**src/hw/rtl/bitmap_first_fit_allocator_top_defines.svh**
```systemverilog
// Assertion macros used by the allocator top-level RTL.
// Both sample on the rising clock edge and are disabled while reset is low.
`ifndef BITMAP_FIRST_FIT_ALLOCATOR_TOP_DEFINES_SVH
`define BITMAP_FIRST_FIT_ALLOCATOR_TOP_DEFINES_SVH

// The property must hold at every edge.
`define BFA_ASSERT(label, prop, msg) \
  label: assert property (@(posedge clk_i) disable iff (!rst_ni) (prop)) \
    else $error(msg);

// When the antecedent holds, the consequent must hold in the next cycle.
`define BFA_ASSERT_NEXT(label, ante, cons, msg) \
  label: assert property (@(posedge clk_i) disable iff (!rst_ni) (ante) |=> (cons)) \
    else $error(msg);

`endif

```
**src/hw/rtl/bfa_pkg.sv**
```systemverilog
`default_nettype none

package bfa_pkg;

  // Map geometry. WORD_BITS is a power of two.
  localparam int TOTAL_BITS = 8192;
  localparam int WORD_BITS  = 32;
  localparam int NUM_WORDS  = (TOTAL_BITS + WORD_BITS - 1) / WORD_BITS;
  localparam int BIT_W      = $clog2(WORD_BITS);
  localparam int WA_W       = (NUM_WORDS > 1) ? $clog2(NUM_WORDS) : 1;

  // Field widths and stream widths.
  localparam int IDX_W      = 13;
  localparam int ACT_W      = 2;
  localparam int TDATA_W    = ((IDX_W + 7) / 8) * 8;

  // Full-flag search tree: groups of words reduced in the first stage.
  localparam int GRP_SIZE   = 16;
  localparam int GRP_POS_W  = $clog2(GRP_SIZE);
  localparam int NUM_GROUPS = (NUM_WORDS + GRP_SIZE - 1) / GRP_SIZE;
  localparam int GRP_IDX_W  = (NUM_GROUPS > 1) ? $clog2(NUM_GROUPS) : 1;

  typedef logic [WORD_BITS-1:0] word_t;
  typedef logic [WA_W-1:0]      word_addr_t;

  typedef enum logic [ACT_W-1:0] {
    ACT_ALLOC   = 2'd0,
    ACT_MARK    = 2'd1,
    ACT_RELEASE = 2'd2,
    ACT_CLEAR   = 2'd3
  } action_e;

  typedef enum logic [1:0] {
    ST_IDLE,
    ST_GROUP,
    ST_PICK,
    ST_MODIFY
  } state_e;

  // Outcome of the search for the first word that still has a free entry.
  typedef struct packed {
    logic       found;
    word_addr_t word;
  } scan_res_t;

  // Entries of word w that lie inside the map.
  function automatic word_t valid_mask(input word_addr_t w);
    word_t m;
    for (int b = 0; b < WORD_BITS; b++) begin
      m[b] = ((int'(w) * WORD_BITS + b) < TOTAL_BITS);
    end
    return m;
  endfunction

endpackage

`default_nettype wire

```
**src/hw/rtl/bfa_flag_scan.sv**
```systemverilog
`default_nettype none

// Two-level search for the lowest word whose full flag is clear.
// The first level reduces each group of words into a registered summary;
// the second level picks the lowest group with a free word.
module bfa_flag_scan
  import bfa_pkg::*;
(
  input  wire logic                 clk_i,
  input  wire logic                 rst_ni,
  input  wire logic [NUM_WORDS-1:0] full_i,
  output scan_res_t                 res_o
);

  logic [NUM_GROUPS*GRP_SIZE-1:0] flags_pad;
  logic [NUM_GROUPS-1:0]          grp_free_d, grp_free_q;
  logic [GRP_POS_W-1:0]           grp_pos_d [NUM_GROUPS];
  logic [GRP_POS_W-1:0]           grp_pos_q [NUM_GROUPS];
  logic [GRP_IDX_W-1:0]           grp_sel;
  int unsigned                    word_sel;

  // Words past the end of the map count as full.
  always_comb begin
    flags_pad                = '1;
    flags_pad[NUM_WORDS-1:0] = full_i;
  end

  // First level: per-group free summary and lowest free word in the group.
  always_comb begin
    for (int g = 0; g < NUM_GROUPS; g++) begin
      grp_free_d[g] = ~&flags_pad[g*GRP_SIZE +: GRP_SIZE];
      grp_pos_d[g]  = '0;
      for (int p = GRP_SIZE - 1; p >= 0; p--) begin
        if (!flags_pad[g*GRP_SIZE + p]) begin
          grp_pos_d[g] = GRP_POS_W'(p);
        end
      end
    end
  end

  always_ff @(posedge clk_i or negedge rst_ni) begin
    if (!rst_ni) begin
      grp_free_q <= '0;
    end else begin
      grp_free_q <= grp_free_d;
    end
  end

  always_ff @(posedge clk_i) begin
    grp_pos_q <= grp_pos_d;
  end

  // Second level: lowest group that still has a free word.
  always_comb begin
    grp_sel = '0;
    for (int g = NUM_GROUPS - 1; g >= 0; g--) begin
      if (grp_free_q[g]) begin
        grp_sel = GRP_IDX_W'(g);
      end
    end
    word_sel    = int'(grp_sel) * GRP_SIZE + int'(grp_pos_q[grp_sel]);
    res_o.found = |grp_free_q;
    res_o.word  = WA_W'(word_sel);
  end

endmodule

`default_nettype wire

```
**config.mk**
```make
export PLATFORM = sky130hd
export DESIGN_NAME = bfa_flag_scan
export DESIGN_NICKNAME = d
export VERILOG_FILES = /design/src/hw/rtl/bitmap_first_fit_allocator_top_defines.svh /design/src/hw/rtl/bfa_pkg.sv /design/src/hw/rtl/bfa_flag_scan.sv
export SDC_FILE = /design/constraint.sdc
export NUM_CORES = 1
export LEC_CHECK = 0
export ABC_AREA = 1
export BUFFER_PORTS_ARGS = -buffer_cell sky130_fd_sc_hd__buf_2
export CAP_MARGIN = 30
export CORE_MARGIN = 1.5
export CORE_UTILIZATION = 47
export CTS_CLUSTER_DIAMETER = 40
export DETAILED_ROUTE_END_ITERATION = 16
export PLACE_DENSITY = 0.82
export REMOVE_ABC_BUFFERS = 1
export SETUP_SLACK_MARGIN = 0.2
export SYNTH_ARGS = -nofsm -noshare
export SYNTH_HDL_FRONTEND = slang
export SYNTH_SLANG_ARGS = --single-unit
```
**constraint.sdc**
```tcl
create_clock -name clk_i -period 4.2 [get_ports clk_i]
set_input_delay 0.63 -clock clk_i [delete_from_list [all_inputs] [get_ports clk_i]]
set_output_delay 0.63 -clock clk_i [all_outputs]
set_load 0.1 [all_outputs]
```
**After elaboration in Yosys (flattened, before gate mapping)**

Index checks and enable logic that the tools add are counted.

- Add/sub/neg operators: 1
- $lt $le $gt $ge: 1
- Mux-type cells: 259
- Bitwise operators: 1
- Reduce and logical (&&, ||, !) cells: 81

Operator list:

| kind | count |
|---|---|
| two-way mux 4 bit | 146 |
| AND reduction 16 bit | 16 |
| two-way mux 3 bit | 64 |
| AND reduction 8 bit | 16 |
| two-way mux 2 bit | 32 |
| AND reduction 4 bit | 16 |
| AND reduction 2 bit | 16 |
| binary-select mux 4 bit (select 4 bit) | 1 |
| zero test 1 bit | 16 |
| two-way mux 1 bit | 16 |
| OR reduction 16 bit | 1 |
| adder 8 x 4 -> 8 bit | 1 |
| >= comparator 5 bit, second input constant | 1 |
| NOT 4 -> 5 bit | 1 |

- Register bits after elaboration: 80
- Bits of input ports: 258
- Output and inout bits: 9
- Logic and storage cells: 408

**Logic depth before layout (Yosys ltp)**

Gate-level depths: netlist (run 1).

- Word-level depth: 21
- Mapped depth: 22
- Depth with buffers taken out: 21

**Worst setup path before layout (run 1)**

Ideal clock, no wire load.

- Path type: flip-flop to output port
- Start: register grp_free_q[8]
- End: output res_o[1] (netlist bit)
- Arrival: 3.219 ns
- Required time: 3.570 ns
- Setup slack: 0.351 ns
- Stages on the path, launching flop included: 8
- Buffers on the path: 0
- Cell sequence: dfrtp_1 -> nor4_1 -> nand2_1 -> a21oi_2 -> inv_1 -> nand3_1 -> nand3_1 -> nand2_1

RTL lines:

| element | line | RTL |
|---|---|---|
| start: declaration | bfa_flag_scan.sv:16 | `logic [NUM_GROUPS-1:0] grp_free_d, grp_free_q;` |
| start signal: assignment | bfa_flag_scan.sv:45 | `grp_free_q <= grp_free_d;` |
| end: declaration | bfa_flag_scan.sv:12 | `output scan_res_t res_o` |

==> run summary, run 1 <==
====================================================================================
Outcome                                                                    completed
Synth Instances                                                                  863
Startpoint type of the worst setup path                                    flip-flop
Aggregate global routing overflow                                                  0
Critical path class                                                     flip-flop to primary output
Instance area at placement                                                  6750 µm²
Yosys cell types                                                                  24
Cell area after technology mapping                                          5319 µm²
Final total negative setup slack                                                0 ns
Vert. Die Dim                                                               109.4 µm
Multiplexer fraction of the synthesized cell area                                 0%
Fill count                                                                      1046
Capturing element type of the critical path                             primary output
Slowest stage cell, crit path                                           sky130_fd_sc_hd__buf_2
Data arrival time of the critical path                                       2.92 ns
Antenna cells                                                                      0
Post-CTS sizing                                                                    0
Number of iterations in the first detailed-routing pass                            5
Most frequently used flop master after synthesis                        sky130_fd_sc_hd__dfxtp_1
Floorplan die area                                                         11960 µm²
Cell chosen for the clock root                                          sky130_fd_sc_hd__clkbuf_16
Worst slew margin relative to its limit                                       66.06%
Worst-case vdd ir drop                                                     0.2027 mV
All-Layer GR Usage                                                            25.53%
Adder and majority gate portion of the synthesized area                           0%
CTS tree                                                                         yes
Routed wirelength normalized by instance count                              11.79 µm
Final-report hold violation count                                                  0
Final count of negative-setup-slack endpoints                                      0
Row Count                                                                         38
Floorplan Core Area                                                        10940 µm²
Share of the cycle needed by the critical path after routing                  84.58%
Synth async-reset ratio                                                       20.00%
Post-detail-place hpwl                                                      12390 µm
Routability-driven placement congestion ratio                                 0.9242
Vias                                                                            6374
Global-route wire length before repair                                      24330 µm
Cell repeated most along the worst path                                 sky130_fd_sc_hd__nand2_1
Average cell area after synthesis                                          6.163 µm²
Count of maximum capacitance violations                                            0
Routed via count divided by cell count                                         4.999
Main combinational cell family by area after synthesis                  simple AND/OR/NAND/NOR gates
Final standard cell area without fillers                                    7061 µm²
Layout Nets                                                                     1388
Post-Place Cells                                                                1259
Transition at the pin with the smallest max-transition slack               0.5126 ns
Setup repair after global routing missed its margin                            false
Register bit total from synthesis                                                 80
Vias in the first global route                                                  5807
Number of I/O pins                                                               267
Maximum cell stage delay along the critical path                             0.43 ns
Post-synth top area share                                                     24.09%
Total power                                                               0.001924 W
Synth area leader                                                       sky130_fd_sc_hd__dfxtp_1
Max Buffers Root-to-Sink                                                           2
Remaining number of nets flagged by the antenna check after routing                0
Compound-gate portion of the synthesized area                                 11.24%
Cell Count, Final, Fillers Out                                                  1275
Initial DRC Count                                                                452
Share of post-route cells with drive strength above 1                         25.37%
Total CTS buffers                                                                  9
Max Clock Freq                                                            0.2815 GHz
Wire length reported by the detailed router                                 15040 µm
Synth area leaders                                                      sky130_fd_sc_hd__dfxtp_1, sky130_fd_sc_hd__nand2_1, sky130_fd_sc_hd__nand3_1, sky130_fd_sc_hd__inv_1, sky130_fd_sc_hd__dfrtp_1
Post-CTS setup buffer count                                                        0
Largest net degree at the start of global routing                                 35
Die outline width                                                           109.4 µm
Series of cell instances along the critical path                        inv_1, nand2_1, nand2_1, nand2_1, nand2_1, nand2_1, nand2_1, nand2_1, nand2_1, nand2_1, nand2_1, nand2_1, nand2_1, nand2_2, nand2_4, nand2_4, nand2_1, nand3_1, nand3_1, nand3_1, nand2_1, buf_2
Highest-count cells in the layout ignoring fill and taps                sky130_fd_sc_hd__buf_2, sky130_fd_sc_hd__nand2_1, sky130_fd_sc_hd__nand3_1
Initial antenna violation count                                                    0
Fraction of the yosys area taken by sequential cells                          31.62%
Quantity of I/O buffers inserted on ports                                        266
Number of enable flip-flop cells after synthesis                                   0
Most common library cell in the layout ignoring fill and taps           sky130_fd_sc_hd__buf_2
Drc violations                                                                     0
Required time at the endpoint of the critical path                           3.57 ns
Number of clock sinks                                                             80
Parity-gate share of the synthesized area counting xor and xnor cells             0%
Final min period                                                            3.552 ns
Cell area power density                                                 272.5 nW/µm²
CTS clock-pin slew for the worst setup and hold paths                        0.06 ns
Maximum fanout along the worst path                                               33
Simple-gate portion of the synthesized area                                   46.06%
H-tree levels                                                                      3
Leakage component of the power                                              3.772 nW
Signed area change from the synthesized netlist to the final layout           32.75%
Worst hold path type                                                    input port to asynchronous set/reset pin
Number of buffers inserted for hold repair after clock tree synthesis              0
Final-report max-slew violation count                                              0
YS warnings                                                                        0
Initial cell density of the core                                              48.64%
====================================================================================
-- where the power goes --
part	internal [W]	switching, W
Combinational	0.000156	0.000182
Clock	0.000494	0.000300
Sequential	0.000786	0.00000699
-- flip-flops by register name, indices dropped and copies added, names as in the netlist --
signal and cells:
grp_pos_q 64, grp_free_q 16
-- Yosys cell counts, types with 3 or more instances --
| master | instances |
|---|---|
| sky130_fd_sc_hd__a21boi_0 | 32 |
| sky130_fd_sc_hd__buf_6 | 4 |
| sky130_fd_sc_hd__inv_1 | 133 |
| sky130_fd_sc_hd__nand3b_1 | 16 |
| sky130_fd_sc_hd__clkbuf_1 | 4 |
| sky130_fd_sc_hd__nor2_1 | 51 |
| sky130_fd_sc_hd__nand3_1 | 157 |
| sky130_fd_sc_hd__nand2_1 | 244 |
| sky130_fd_sc_hd__o21ai_0 | 32 |
| sky130_fd_sc_hd__dfxtp_1 | 64 |
| sky130_fd_sc_hd__nor3_1 | 17 |
| sky130_fd_sc_hd__dfrtp_1 | 16 |
| sky130_fd_sc_hd__buf_4 | 3 |
| sky130_fd_sc_hd__a31oi_1 | 16 |
| sky130_fd_sc_hd__nand4_1 | 48 |
| sky130_fd_sc_hd__a21oi_1 | 16 |
-- how the worst max path moves through the flow --
stage,start,end,slack (ns),depth (start not counted)
final,grp_free_q[14],res_o[0],0.65,22
after global routing,grp_free_q[14],res_o[0],0.31,22
after CTS,grp_free_q[14],res_o[0],0.67,22
after detailed placement,grp_free_q[14],res_o[2],1.10,22
after global placement,grp_free_q[14],res_o[2],1.17,22
after floorplan,grp_free_q[8],res_o[1],0.35,7
-- critical path, delay by kind of cell, from the launching register on --
kind	cells	cell delay (ns)
buf+inv	2	0.49
flops	1	0.38
simple gates	20	1.72
-- cell type report --
class / count / area (µm²) / share of cell area, %
Clock buffer: 12 / 256.5 / 3.633
Clock inverter: 4 / 53.80 / 0.7620
Inverter: 135 / 506.7 / 7.177
Multi-Input combinational cell: 637 / 3048 / 43.17
Sequential cell: 80 / 1682 / 23.82
Tap cell: 140 / 175.2 / 2.481
Timing Repair Buffer: 267 / 1339 / 18.96
-- per-layer routing --
layer	wire length [µm]	track usage [%]	vias to the layer above	part of all wire, %
met3	1027	5.572	20	6.8
met4	220	7.421	0	1.5
met5	0	0	-	0
met2	7455	47.38	195	50
met1	6333	29.07	2760	42
li1	-	-	3399	-
-- metrics by stage --
step	worst slack [ns]	utilization, %	hold slack (ns)
4_1_cts	0.6655	64.57	0.2107
3_3_place_gp	1.170	61.73	0.5546
6_report	0.6475	64.57	0.2025
5_1_grt	0.3123	64.57	0.2271
2_1_floorplan	0.3508	-	0.3344
3_5_place_dp	1.100	61.73	0.5750
-- kinds of logic (layout without fill, tap and decap cells) --
kind of cell,count (synthesis),in the layout
and+or+nand+nor,539,539
buffers and inverters,146,418
AOI/OAI and AO/OA,98,98
DFF,80,80
(Power assumes the default switching activity.)
==> run 2: changes to the inputs <==
Settings changed: CORE_UTILIZATION 47 to 42, PLACE_DENSITY 0.82 to 0.77.
Clock period 4.2 ns to 3.26 ns, I/O delays scaled along.
==> run 2 against run 1 <==
Worst setup slack got worse by 0.28 ns. Utilization is 4.2 points lower. Non-clock buffer count is 6 higher. Die area grew 12%. Critical endpoint is now res_o[2]. Flip-flop and latch count stayed put. Largest cell class unchanged.
==> run summary, run 2 (same netlist as run 1, synthesis figures left out) <==
==================================================================================
Count of maximum capacitance violations                                          0
Floorplan die area                                                       13350 µm²
Signed area change from the synthesized netlist to the final layout         37.99%
Cell chosen for the clock root                                        sky130_fd_sc_hd__clkbuf_16
Met2 Routed Length                                                         7805 µm
Share of the cycle needed by the critical path after routing                88.77%
Final-report max-slew violation count                                            0
Final standard cell area without fillers                                  7340 µm²
Instance area at placement                                                6808 µm²
Setup repair after global routing missed its margin                           true
Cell Count, Final, Fillers Out                                                1311
Most common library cell in the layout ignoring fill and taps         sky130_fd_sc_hd__buf_2
Quantity of I/O buffers inserted on ports                                      266
Routed length on met1                                                      6689 µm
Initial antenna violation count                                                  0
Total CTS buffers                                                                9
CTS tree                                                                       yes
H-tree levels                                                                    3
Final min period                                                          2.894 ns
Number of iterations in the first detailed-routing pass                          6
All-Layer GR Usage                                                          23.21%
Global-route wire length before repair                                    24930 µm
Initial cell density of the core                                            43.73%
Post-Place Cells                                                              1290
Floorplan Core Area                                                      12160 µm²
Data arrival time of the critical path                                     2.40 ns
Max Clock Freq                                                          0.3456 GHz
Drc violations                                                                   0
Worst hold path type                                                  input port to asynchronous set/reset pin
Outcome                                                                  completed
Wire length on met3                                                        1151 µm
Post-detail-place hpwl                                                    12740 µm
Row Count                                                                       40
Post-route worst hold slack                                             0.06757 ns
Capturing element type of the critical path                           primary output
Vias in the first global route                                                5868
Highest-count cells in the layout ignoring fill and taps              sky130_fd_sc_hd__buf_2, sky130_fd_sc_hd__nand2_1, sky130_fd_sc_hd__nand3_1
Transition at the pin with the smallest max-transition slack             0.5258 ns
Routed via count divided by cell count                                       5.000
Leakage component of the power                                            3.863 nW
Worst slew margin relative to its limit                                     65.19%
Fill count                                                                    1167
Post-CTS setup buffer count                                                      0
Wire length reported by the detailed router                               15970 µm
Die outline width                                                         115.5 µm
Number of flip-flops under the largest register name                            64
Total power                                                             0.002438 W
Vias                                                                          6555
Largest net degree at the start of global routing                               34
Aggregate global routing overflow                                                0
Routability-driven placement congestion ratio                               0.8551
Maximum fanout along the worst path                                              8
Registers with the most flip-flops                                    grp_pos_q x64, grp_free_q x16
Share of post-route cells with drive strength above 1                       27.30%
CTS clock-pin slew for the worst setup and hold paths                      0.06 ns
Routed wirelength normalized by instance count                            12.18 µm
Vert. Die Dim                                                             115.5 µm
Highest metal layer with signal wires                                         met4
Number of I/O pins                                                             267
Final count of negative-setup-slack endpoints                                    0
Antenna cells                                                                    0
Cell area power density                                               332.2 nW/µm²
Final-report hold violation count                                                0
Required time at the endpoint of the critical path                         2.77 ns
Startpoint type of the worst setup path                                  flip-flop
Final total negative setup slack                                              0 ns
Register ranked first by flip-flop count                                 grp_pos_q
Initial DRC Count                                                              367
Critical path class                                                   flip-flop to primary output
Layout Nets                                                                   1396
Worst-case vdd ir drop                                                   0.2472 mV
Max Buffers Root-to-Sink                                                         2
Number of clock sinks                                                           80
Remaining number of nets flagged by the antenna check after routing              0
==================================================================================
[run 2: layer usage]
layer / global-route usage (%) / vias up
li1: - / 3425
met1: 27.76 / 2858
met2: 41.85 / 244
met3: 4.289 / 28
met4: 7.737 / 0
met5: 0 / -
[run 2: through the flow]
step | worst slack (ns) | util, %
2_1_floorplan | -0.4482 | -
5_1_grt | 0.1294 | 60.35
4_1_cts | 0.2085 | 58.40
3_3_place_gp | 0.5868 | 55.98
3_5_place_dp | 0.5763 | 55.98
6_report | 0.3661 | 60.35
[run 2: report_power, final]
| group | switching [W] | internal, W | leakage (nW) |
|---|---|---|---|
| registers | 0.00000932 | 0.00101 | 0.666 |
| clock network | 0.000420 | 0.000548 | 0.142 |
| logic | 0.000240 | 0.000209 | 3.05 |
| total | 0.000670 | 0.00177 | 3.86 |
[run 2: worst paths after layout]
kind / from / end / slack [ns] / cells after the start
worst max-delay path: grp_free_q[13] / res_o[2] / 0.37 / 21
worst min-delay path: rst_ni / grp_free_q[13] / 0.07 / 1
max in group asynchronous: rst_ni / grp_free_q[0] / 2.91 / 1
min in group clk_i: full_i[97] / grp_pos_q[36] / 0.36 / 2
[run 2: cell type report]
class,instances,area [µm²],share of cell area (%)
inverters,135,506.7,6.904
repair buffers,273,1495,20.37
clock buffers,10,239.0,3.256
flip-flops and latches,80,1682,22.91
multi-input cells,639,3157,43.01
well taps,168,210.2,2.864
clock inverters,6,50.05,0.6819
[run 2: worst max-delay path: stages, from the launching register on]
cell	delay, ns
sky130_fd_sc_hd__dfrtp_1	0.40
sky130_fd_sc_hd__inv_1	0.06
sky130_fd_sc_hd__nand2_1	0.04
sky130_fd_sc_hd__nand2_1	0.05
sky130_fd_sc_hd__nand2_1	0.04
sky130_fd_sc_hd__nand2_1	0.05
sky130_fd_sc_hd__nand2_1	0.05
sky130_fd_sc_hd__nand2_1	0.05
sky130_fd_sc_hd__nand2_1	0.04
sky130_fd_sc_hd__nand2_1	0.05
sky130_fd_sc_hd__nand2_1	0.04
sky130_fd_sc_hd__nand2_1	0.05
sky130_fd_sc_hd__nand2_1	0.05
sky130_fd_sc_hd__nand2_2	0.11
sky130_fd_sc_hd__nand2_8	0.12
sky130_fd_sc_hd__clkbuf_16	0.20
sky130_fd_sc_hd__nand3b_1	0.09
sky130_fd_sc_hd__nand3_2	0.07
sky130_fd_sc_hd__nand3_2	0.08
sky130_fd_sc_hd__nand3_2	0.10
sky130_fd_sc_hd__nand2_2	0.11
sky130_fd_sc_hd__buf_12	0.18
[run 2: repair_timing]
action	CTS	global route
cloned	0	5
resized for setup	2	37
hold buffers	0	0
pin swaps	0	20
endpoints found under the setup margin	2	4
==> run 3: changes to the inputs <==
Settings changed: BUFFER_PORTS_ARGS -buffer_cell sky130_fd_sc_hd__buf_2 to -buffer_cell sky130_fd_sc_hd__buf_4.
==> run 3 against run 2 <==
First-iteration DRC count up 23%. Wire length grew 6.8%. Flip-flop and latch count unchanged. Total power rose by 4.4%. Worst hold slack improved by 0.27 ns. Cell count about the same. Cell area rose by 9.1%. Sequential power about the same. Worst setup slack worse by 0.062 ns. Critical path depth fell by 9.
==> run summary, run 3 (same netlist as run 1, synthesis figures left out) <==
==================================================================================
Outcome                                                                  completed
Data arrival time of the critical path                                     2.47 ns
Cell area power density                                               318.1 nW/µm²
Floorplan die area                                                       13350 µm²
Total CTS buffers                                                                9
Timing startpoint of the critical path                                grp_free_q[12]
CTS tree                                                                       yes
Critical path class                                                   flip-flop to primary output
Capturing element type of the critical path                           primary output
Instance area at placement                                                7466 µm²
Worst hold path type                                                  input port to flip-flop
Final count of negative-setup-slack endpoints                                    0
Initial antenna violation count                                                  0
Total power                                                             0.002546 W
Count of maximum capacitance violations                                          0
Series of cell instances along the critical path                      o311ai_1, nand3_1, nand3_1, nand2_1, nand3_1, nand3_2, clkinv_2, nand3_1, nand3_2, nand3_2, nand2_2, buf_12
Post-Place Cells                                                              1289
Highest-count cells in the layout ignoring fill and taps              sky130_fd_sc_hd__buf_4, sky130_fd_sc_hd__nand2_1, sky130_fd_sc_hd__nand3_1
Cell Count, Final, Fillers Out                                                1310
Share of post-route cells with drive strength above 1                       27.50%
Global-route wire length before repair                                    25640 µm
Initial DRC Count                                                              453
Worst-case vdd ir drop                                                   0.2516 mV
Final-report max-slew violation count                                            0
Vias                                                                          6708
H-tree levels                                                                    3
Remaining number of nets flagged by the antenna check after routing              0
Max Buffers Root-to-Sink                                                         2
Required time at the endpoint of the critical path                         2.77 ns
Post-detail-place hpwl                                                    13390 µm
Utilization after layout                                                    65.81%
Number of flip-flops under the largest register name                            64
Row Count                                                                       40
Routed wirelength normalized by instance count                            13.02 µm
Setup repair after global routing missed its margin                           true
Register ranked first by flip-flop count                                 grp_pos_q
Maximum fanout along the worst path                                             17
Signed area change from the synthesized netlist to the final layout         50.48%
Largest net degree at the start of global routing                               34
Vias in the first global route                                                6063
Routability-driven placement congestion ratio                               0.9092
Instance count along the most critical hold path                                 2
Worst-case setup margin in the final layout                              0.3040 ns
DP Worst Slack                                                           0.4406 ns
Aggregate global routing overflow                                                0
Maximum cell stage delay along the critical path                           0.40 ns
WP depth                                                                        12
Initial cell density of the core                                            43.73%
Final standard cell area without fillers                                  8004 µm²
Share of the cycle needed by the critical path after routing                90.67%
Vert. Die Dim                                                             115.5 µm
Routed via count divided by cell count                                       5.121
Max Clock Freq                                                          0.3383 GHz
Number of clock sinks                                                           80
Startpoint type of the worst setup path                                  flip-flop
End point of the critical path                                            res_o[3]
CTS clock-pin slew for the worst setup and hold paths                      0.06 ns
All-Layer GR Usage                                                          24.05%
Leakage component of the power                                            4.077 nW
Cell repeated most along the worst path                               sky130_fd_sc_hd__nand3_1
Antenna cells                                                                    0
Number of iterations in the first detailed-routing pass                          6
Number of I/O pins                                                             267
Die outline width                                                         115.5 µm
Floorplan Core Area                                                      12160 µm²
Wire length reported by the detailed router                               17050 µm
Family with the most delay on the worst path                          simple AND/OR/NAND/NOR gates
Cell chosen for the clock root                                        sky130_fd_sc_hd__clkbuf_16
Layout Nets                                                                   1395
Registers with the most flip-flops                                    grp_pos_q x64, grp_free_q x16
Worst slew margin relative to its limit                                     67.82%
Drc violations                                                                   0
Most common library cell in the layout ignoring fill and taps         sky130_fd_sc_hd__buf_4
Transition at the pin with the smallest max-transition slack             0.4784 ns
Final min period                                                          2.956 ns
Final-report hold violation count                                                0
Quantity of I/O buffers inserted on ports                                      266
Slowest stage cell, crit path                                         sky130_fd_sc_hd__dfrtp_1
Bufs and invs on worst path                                                      2
==================================================================================
-- run 3: cell types whose count changed in the layout (fill, tap and decap cells not counted), moves of 2 or more --
cell,previous run,this run
sky130_fd_sc_hd__buf_2,262,0
sky130_fd_sc_hd__buf_4,3,265
sky130_fd_sc_hd__clkbuf_1,0,2
sky130_fd_sc_hd__clkinvlp_4,1,3
sky130_fd_sc_hd__inv_6,3,0
sky130_fd_sc_hd__nand3_1,148,144
sky130_fd_sc_hd__nand3_2,10,14
-- run 3: repair_timing --
item	CTS	global route
gates resized for setup	2	36
gates cloned	0	3
hold buffers	1	0
endpoints found under the setup margin	4	4
hold endpoints to repair	10	0
setup buffers	0	1
pin swaps	0	16
-- run 3: final cells by class --
type / count / area (µm²)
flip-flops and latches: 80 / 1682
repair buffers: 272 / 2125
well taps: 168 / 210.2
clock inverters: 5 / 58.81
clock buffers: 11 / 232.7
inverters: 135 / 511.7
multi-input cells: 639 / 3184
fillers: 1089 / 4158
-- run 3: worst min-delay path by stage --
stage / start / endpoint
after floorplan: rst_ni / grp_free_q[0]
after global placement: rst_ni / grp_free_q[3]
after detailed placement: rst_ni / grp_free_q[2]
after CTS: full_i[99] / grp_pos_q[37]
after global routing: full_i[83] / grp_pos_q[41]
final: full_i[99] / grp_pos_q[37]
-- run 3: power breakdown --
part           switching, W  internal [W]  leakage (nW)
sequential       0.00000939       0.00101         0.666
clock              0.000396      0.000593         0.136
combinational      0.000240      0.000296          3.28
-- run 3: per-layer routing --
| metal | up-vias | routed length, µm | track usage, % |
|---|---|---|---|
| met5 | - | 0 | 0 |
| met4 | 0 | 523 | 9.218 |
| met1 | 2930 | 6607 | 27.18 |
| met3 | 51 | 1562 | 6.067 |
| met2 | 315 | 8357 | 43.47 |
| li1 | 3412 | - | - |
-- run 3: per-stage QoR --
stage	hold WS, ns	TNS (ns)
floorplan	0.1934	-1.768
global placement	0.3589	0
detailed placement	0.3582	0
CTS	0.3399	0
global route	0.3479	0
finish	0.3379	0
